===== config.mk =====
export PLATFORM = sky130hd
export DESIGN_NAME = byte_to_ascii_radix_formatter
export DESIGN_NICKNAME = d
export VERILOG_FILES = /design/src/rtl/b2a_pkg.sv /design/src/rtl/byte_to_ascii_radix_formatter.sv
export SDC_FILE = /design/constraint.sdc
export NUM_CORES = 1
export LEC_CHECK = 0
export BUFFER_PORTS_ARGS = -buffer_cell sky130_fd_sc_hd__buf_2
export CAP_MARGIN = 15
export CORE_MARGIN = 10
export CORE_UTILIZATION = 62
export CTS_CLUSTER_SIZE = 12
export DETAILED_ROUTE_END_ITERATION = 10
export PLACE_DENSITY = 0.88
export SETUP_SLACK_MARGIN = 0.1
export SYNTH_ARGS = -nofsm -noshare
export SYNTH_HDL_FRONTEND = slang
export SYNTH_SLANG_ARGS = --single-unit
export TNS_END_PERCENT = 100

===== constraint.sdc =====
create_clock -name aclk -period 6.4 [get_ports aclk]
set_input_delay 1.28 -clock aclk [delete_from_list [all_inputs] [get_ports aclk]]
set_output_delay 1.28 -clock aclk [all_outputs]
set_load 0.01 [all_outputs]

===== src/rtl/b2a_pkg.sv =====
// shared types, codes and lookup functions for the byte to ascii formatter
package b2a_pkg;

    // format selector codes
    localparam logic [2:0] OP_OCT      = 3'd0;
    localparam logic [2:0] OP_UDEC     = 3'd1;
    localparam logic [2:0] OP_HEX      = 3'd2;
    localparam logic [2:0] OP_TWOS     = 3'd3;
    localparam logic [2:0] OP_SIGN_MAG = 3'd4;

    // ascii codes for the sign characters and the digit zero
    localparam logic [6:0] CHAR_PLUS  = 7'h2B;
    localparam logic [6:0] CHAR_MINUS = 7'h2D;
    localparam logic [6:0] CHAR_ZERO  = 7'h30;
    // 'A' minus ten
    localparam logic [6:0] CHAR_HEX_BASE = 7'h37;

    // sign bit of the input byte
    localparam logic [7:0] SIGN_MASK = 8'h80;

    // digit places, most significant first
    localparam logic [1:0] POS_FIRST = 2'd0;
    localparam logic [1:0] POS_MID   = 2'd1;
    localparam logic [1:0] POS_LAST  = 2'd2;

    typedef enum logic [1:0] {
        RADIX_OCT,
        RADIX_DEC,
        RADIX_HEX
    } radix_t;

    // weight of a digit place for a given radix
    function automatic logic [7:0] place_weight(radix_t radix, logic [1:0] pos);
        logic [7:0] w;
        w = 8'd1;
        case (radix)
            RADIX_OCT: begin
                case (pos)
                    POS_FIRST: w = 8'd64;
                    POS_MID:   w = 8'd8;
                    default:   w = 8'd1;
                endcase
            end
            RADIX_DEC: begin
                case (pos)
                    POS_FIRST: w = 8'd100;
                    POS_MID:   w = 8'd10;
                    default:   w = 8'd1;
                endcase
            end
            RADIX_HEX: begin
                case (pos)
                    POS_MID: w = 8'd16;
                    default: w = 8'd1;
                endcase
            end
            default: w = 8'd1;
        endcase
        return w;
    endfunction

    // ascii code of one digit, upper-case hex letters
    function automatic logic [6:0] digit_char(logic [3:0] d);
        logic [6:0] c;
        if (d < 4'd10) begin
            c = CHAR_ZERO + {3'd0, d};
        end else begin
            c = CHAR_HEX_BASE + {3'd0, d};
        end
        return c;
    endfunction

endpackage


===== src/rtl/byte_to_ascii_radix_formatter.sv =====
// byte to ascii formatter: sequencer around one shared compare-subtract unit
// a signed format emits a sign character first, and leading zero places are skipped
// throughput: one byte at a time; each result waits in an output register while
//   the next digit works
// reset: aresetn synchronous active low, returns to idle with no result pending
module byte_to_ascii_radix_formatter (
    input  logic       aclk,
    input  logic       aresetn,
    input  logic       s_valid,
    output logic       s_ready,
    input  logic [2:0] s_op,
    input  logic [7:0] s_value,
    output logic       m_valid,
    input  logic       m_ready,
    output logic [6:0] m_char_code,
    output logic       m_last
);

    typedef enum logic [1:0] {
        S_IDLE,
        S_SIGN,
        S_DIV,
        S_EMIT
    } state_t;

    state_t             state_reg, state_next;
    b2a_pkg::radix_t    radix_reg, radix_next;
    logic [1:0]         pos_reg, pos_next;
    logic [7:0]         mag_reg, mag_next;
    logic [3:0]         digit_reg, digit_next;
    logic               started_reg, started_next;
    logic               neg_reg, neg_next;
    logic               m_valid_reg, m_valid_next;
    logic [6:0]         m_char_reg, m_char_next;
    logic               m_last_reg, m_last_next;

    logic [7:0]         weight;
    logic               fits;
    logic               out_free;
    logic               in_xact;

    assign s_ready     = (state_reg == S_IDLE);
    assign m_valid     = m_valid_reg;
    assign m_char_code = m_char_reg;
    assign m_last      = m_last_reg;

    assign in_xact  = s_valid && s_ready;
    assign out_free = !m_valid_reg || m_ready;

    // shared compare-subtract unit
    assign weight = b2a_pkg::place_weight(radix_reg, pos_reg);
    assign fits   = (mag_reg >= weight);

    // sequencer next-state logic
    always_comb begin
        state_next   = state_reg;
        radix_next   = radix_reg;
        pos_next     = pos_reg;
        mag_next     = mag_reg;
        digit_next   = digit_reg;
        started_next = started_reg;
        neg_next     = neg_reg;
        m_valid_next = m_valid_reg && !m_ready;
        m_char_next  = m_char_reg;
        m_last_next  = m_last_reg;

        case (state_reg)
            S_IDLE: begin
                digit_next   = 4'd0;
                started_next = 1'b0;
                pos_next     = b2a_pkg::POS_FIRST;
                mag_next     = s_value;
                neg_next     = (s_value & b2a_pkg::SIGN_MASK) != 8'd0;
                if (in_xact) begin
                    case (s_op)
                        b2a_pkg::OP_OCT: begin
                            radix_next = b2a_pkg::RADIX_OCT;
                            state_next = S_DIV;
                        end
                        b2a_pkg::OP_UDEC: begin
                            radix_next = b2a_pkg::RADIX_DEC;
                            state_next = S_DIV;
                        end
                        b2a_pkg::OP_HEX: begin
                            radix_next = b2a_pkg::RADIX_HEX;
                            pos_next   = b2a_pkg::POS_MID;
                            state_next = S_DIV;
                        end
                        b2a_pkg::OP_TWOS: begin
                            radix_next = b2a_pkg::RADIX_DEC;
                            if (s_value[7]) begin
                                mag_next = ~s_value + 8'd1;
                            end
                            state_next = S_SIGN;
                        end
                        b2a_pkg::OP_SIGN_MAG: begin
                            radix_next = b2a_pkg::RADIX_DEC;
                            mag_next   = {1'b0, s_value[6:0]};
                            state_next = S_SIGN;
                        end
                        default: begin
                            // unused selector: transaction dropped
                            state_next = S_IDLE;
                        end
                    endcase
                end
            end
            S_SIGN: begin
                if (out_free) begin
                    m_valid_next = 1'b1;
                    m_char_next  = neg_reg ? b2a_pkg::CHAR_MINUS : b2a_pkg::CHAR_PLUS;
                    m_last_next  = 1'b0;
                    state_next   = S_DIV;
                end
            end
            S_DIV: begin
                if (fits) begin
                    mag_next   = mag_reg - weight;
                    digit_next = digit_reg + 4'd1;
                end else if (digit_reg != 4'd0 || started_reg
                             || pos_reg == b2a_pkg::POS_LAST) begin
                    state_next = S_EMIT;
                end else begin
                    // leading zero place, skip it
                    pos_next = pos_reg + 2'd1;
                end
            end
            S_EMIT: begin
                if (out_free) begin
                    m_valid_next = 1'b1;
                    m_char_next  = b2a_pkg::digit_char(digit_reg);
                    m_last_next  = (pos_reg == b2a_pkg::POS_LAST);
                    digit_next   = 4'd0;
                    started_next = 1'b1;
                    if (pos_reg == b2a_pkg::POS_LAST) begin
                        state_next = S_IDLE;
                    end else begin
                        pos_next   = pos_reg + 2'd1;
                        state_next = S_DIV;
                    end
                end
            end
            default: begin
                state_next = S_IDLE;
            end
        endcase
    end

    // state and output registers
    always_ff @(posedge aclk) begin
        if (!aresetn) begin
            state_reg   <= S_IDLE;
            m_valid_reg <= 1'b0;
        end else begin
            state_reg   <= state_next;
            m_valid_reg <= m_valid_next;
        end
        radix_reg   <= radix_next;
        pos_reg     <= pos_next;
        mag_reg     <= mag_next;
        digit_reg   <= digit_next;
        started_reg <= started_next;
        neg_reg     <= neg_next;
        m_char_reg  <= m_char_next;
        m_last_reg  <= m_last_next;
    end

`ifndef SYNTHESIS
    // a digit leaves only once the remainder is below the place weight
    assert property (@(posedge aclk) disable iff (!aresetn)
        (state_reg == S_EMIT) |-> (mag_reg < weight))
        else $error("digit emitted with remainder not below place weight");

    // back in idle, any pending character closes the text
    assert property (@(posedge aclk) disable iff (!aresetn)
        (m_valid_reg && state_reg == S_IDLE) |-> m_last_reg)
        else $error("idle while a non-final character is pending");

    // a legal format keeps the input closed on the next cycle
    assert property (@(posedge aclk) disable iff (!aresetn)
        (in_xact && s_op <= b2a_pkg::OP_SIGN_MAG) |=> !s_ready)
        else $error("input reopened right after a legal transaction");
`endif

endmodule

==> metrics.cfg <==
[global_route]
grt_max_degree=16
gr-total-overflow=0
grtUsageTotal=0.147
grt_pass1_vias=1643
grt_pass1_wl_mm=7.31
antenna_found_initial=0

[detailed_routing]
first_pass_iters=4
drc=0
vias=1634
wl_mm=4.18
routedWlPerCell_um=14.7
postRouteAntennaNets=0
drt_iter0_drc=125
viasPerCell=5.73

[cts]
clk_pin_slew_worst_paths_ns=0.09
cts_root_buf=clkbuf_4
clkSinkCount=29
cts-hold-fix-buffers=0
cts_tree=yes
cts_setup_buffers=0
htreeDepth=2
numCtsBuffers=5
cts-resized-gates=0
worstSkewPairLatency_ns=0.32
clockBufferDepth=2

[place]
place_congestion=0.827
port-buffer-count=24
dp_hpwl_mm=3.30

[die]
ios=25
coreArea_um2=3080
die_h_um=77.1
row_count=20
start_util=0.657
die_w_um=77.1
dieArea_um2=5950

[yosys]
synth_cell_types=47
syn-cell-area_um2=2020
synth_edf_count=26
seq_area_frac_synth=0.416
yosys_register_bits=29
syn_inst=214
syn_avg_cell_area_um2=9.45
async_flop_share=0
syn-num-nets=248
ys_warn_count=0
synth_ff_type=edfxtp_1

[setup_path]
cp_slowest_stage_delay_ns=0.63
path_max_fanout=8
startpoint_type=register
worst_ep_required_time_ns=6.35
path_cells=inv_1 -> ha_1 -> nor2b_1 -> a21oi_1 -> ha_1 -> fa_1 -> nand2b_1 -> a21oi_2 -> o21ai_0 -> and3_1 -> a21oi_1
worst_ep_arrival_time_ns=3.21
slowest_stage=a21oi_1
cp-end-kind=register
critical_path_class=reg -> reg

[layout]
drive_gt1_frac=0.166
n_antenna_cell=0
fin_nets=274
syn2layout_area_growth_pct=12.7
largest_register_ffs=8
nFillCells=233
post-route-util=0.740

[timing]
tns_ns=0
setup_violations=0
finClkSkew_ns=0.00736
post-route-min-period_ns=3.26
clock.fmax_ghz=0.307
final.period_utilization=0.509
tightestPinTransition_ns=0.762
slew_headroom=0.492
rsz0062_at_grt=no
timing.final.max_slew_violations=0
hold_viol=0

[min_path]
hp-class=reg -> reg

[pwr]
ir_drop_mv=0.285
p_leak_nw=0.971
power_density_nw_per_um2=480

[status]
status=finished clean

[run]
drv_cap=0

==> final cells by class <==
cell class / count / area [um^2] / area share
clock buffer: 5 / 37.5 / 0.0165
clock inverter: 3 / 65.1 / 0.0286
inverter: 18 / 67.6 / 0.0297
multi-input combinational: 162 / 1090 / 0.479
sequential: 29 / 841 / 0.369
tap: 44 / 55.1 / 0.0242
timing repair buffer: 24 / 120 / 0.0527
==> routing by layer <==
metal / vias up / track usage / share of wire
li1: 813 / - / -
met1: 758 / 0.175 / 0.44
met2: 54 / 0.244 / 0.49
met3: 9 / 0.0350 / 0.053
met4: 0 / 0.0693 / 0.018
met5: - / 0 / 0
==> logic make-up (layout without fill, tap and decap cells) <==
group                      Yosys count  count (layout)  share of synthesized area
AOI/OAI and AO/OA                   48              48                      0.153
xor gates and xnor gates             8               8                     0.0346
adders and majority gates           19              19                      0.121
buffers and inverters               23              50                     0.0439
DFF                                 29              29                      0.416
muxes                                6               6                     0.0322
and+or+nand+nor                     81              81                      0.199
==> worst max-delay path: cells and delay by family (launching register included) <==
kind / cells / cell delay (ns)
AOI/OAI and AO/OA: 4 / 1.04
and+or+nand+nor: 3 / 0.61
buffers and inverters: 1 / 0.10
adders and majority gates: 3 / 0.71
DFF: 1 / 0.42
==> where the power goes <==
| group | internal [mW] | switching, mW | total (mW) |
|---|---|---|---|
| clock | 0.121 | 0.0632 | 0.184 |
| sequential | 0.313 | 0.0479 | 0.361 |
| combinational | 0.214 | 0.334 | 0.548 |
==> per-stage QoR <==
stage                     hold slack (ns)  setup WS (ns)  instances  area, um^2  power, mW
after floorplan                     0.471           3.52        214        2020      0.765
final                               0.504           3.14        285        2280       1.09
after CTS                           0.511           3.16        285        2280       1.09
after global routing                0.553           2.81        285        2280       1.18
after global placement              0.490           3.27        277        2180      0.884
after detailed placement            0.500           3.15        277        2180      0.902
==> synth_stat cells (all sizes together), types with 2 or more instances <==
cell	n	area (um^2)
clkbuf	2	7.51
o21ai	11	55.1
or2	4	27.5
ha	18	225
o21a	4	30.0
nor2	25	96.4
xnor2	4	35.0
and3	2	12.5
nor3	3	15.0
dfxtp	3	60.1
nand2b	5	31.3
and2	2	12.5
nand2	21	78.8
a21o	2	15.0
a31oi	3	18.8
nor3b	2	15.0
edfxtp	26	781
inv	18	67.6
a211oi	4	30.0
nor2b	5	31.3
a21oi	13	68.8
buf	3	13.8
xor2	4	35.0
nand3	8	40.0
mux2i	5	50.1
==> path summary, 6_finish.rpt <==
path / from / end / slack, ns / cells after the start
worst max-delay path: pos_reg[1] / mag_reg[1] / 3.14 / 11
worst min register to register: state_reg[1] / state_reg[1] / 0.50 / 2
worst min-delay path: state_reg[1] / state_reg[1] / 0.50 / 2
worst max register to register: pos_reg[1] / mag_reg[1] / 3.14 / 11
==> cell usage in the layout, fill, tap and decap left out, types with 2 or more instances in the layout <==
| cell type | instances |
|---|---|
| mux2i_1 | 5 |
| a21o_1 | 2 |
| edfxtp_1 | 26 |
| nand2_1 | 21 |
| o21a_1 | 4 |
| dfxtp_1 | 3 |
| clkbuf_4 | 5 |
| nor2b_1 | 5 |
| o21ai_0 | 10 |
| nand3_1 | 8 |
| and2_1 | 2 |
| xor2_1 | 4 |
| a211oi_1 | 4 |
| inv_1 | 18 |
| and3_1 | 2 |
| xnor2_1 | 4 |
| or2_2 | 3 |
| buf_2 | 24 |
| bufinv_16 | 2 |
| nand2b_1 | 5 |
| nor2_1 | 24 |
| nor3b_1 | 2 |
| a21oi_1 | 12 |
| a31oi_1 | 3 |
| ha_1 | 18 |
| nor3_1 | 3 |
No activity file was read; power rests on OpenSTA's default activity.
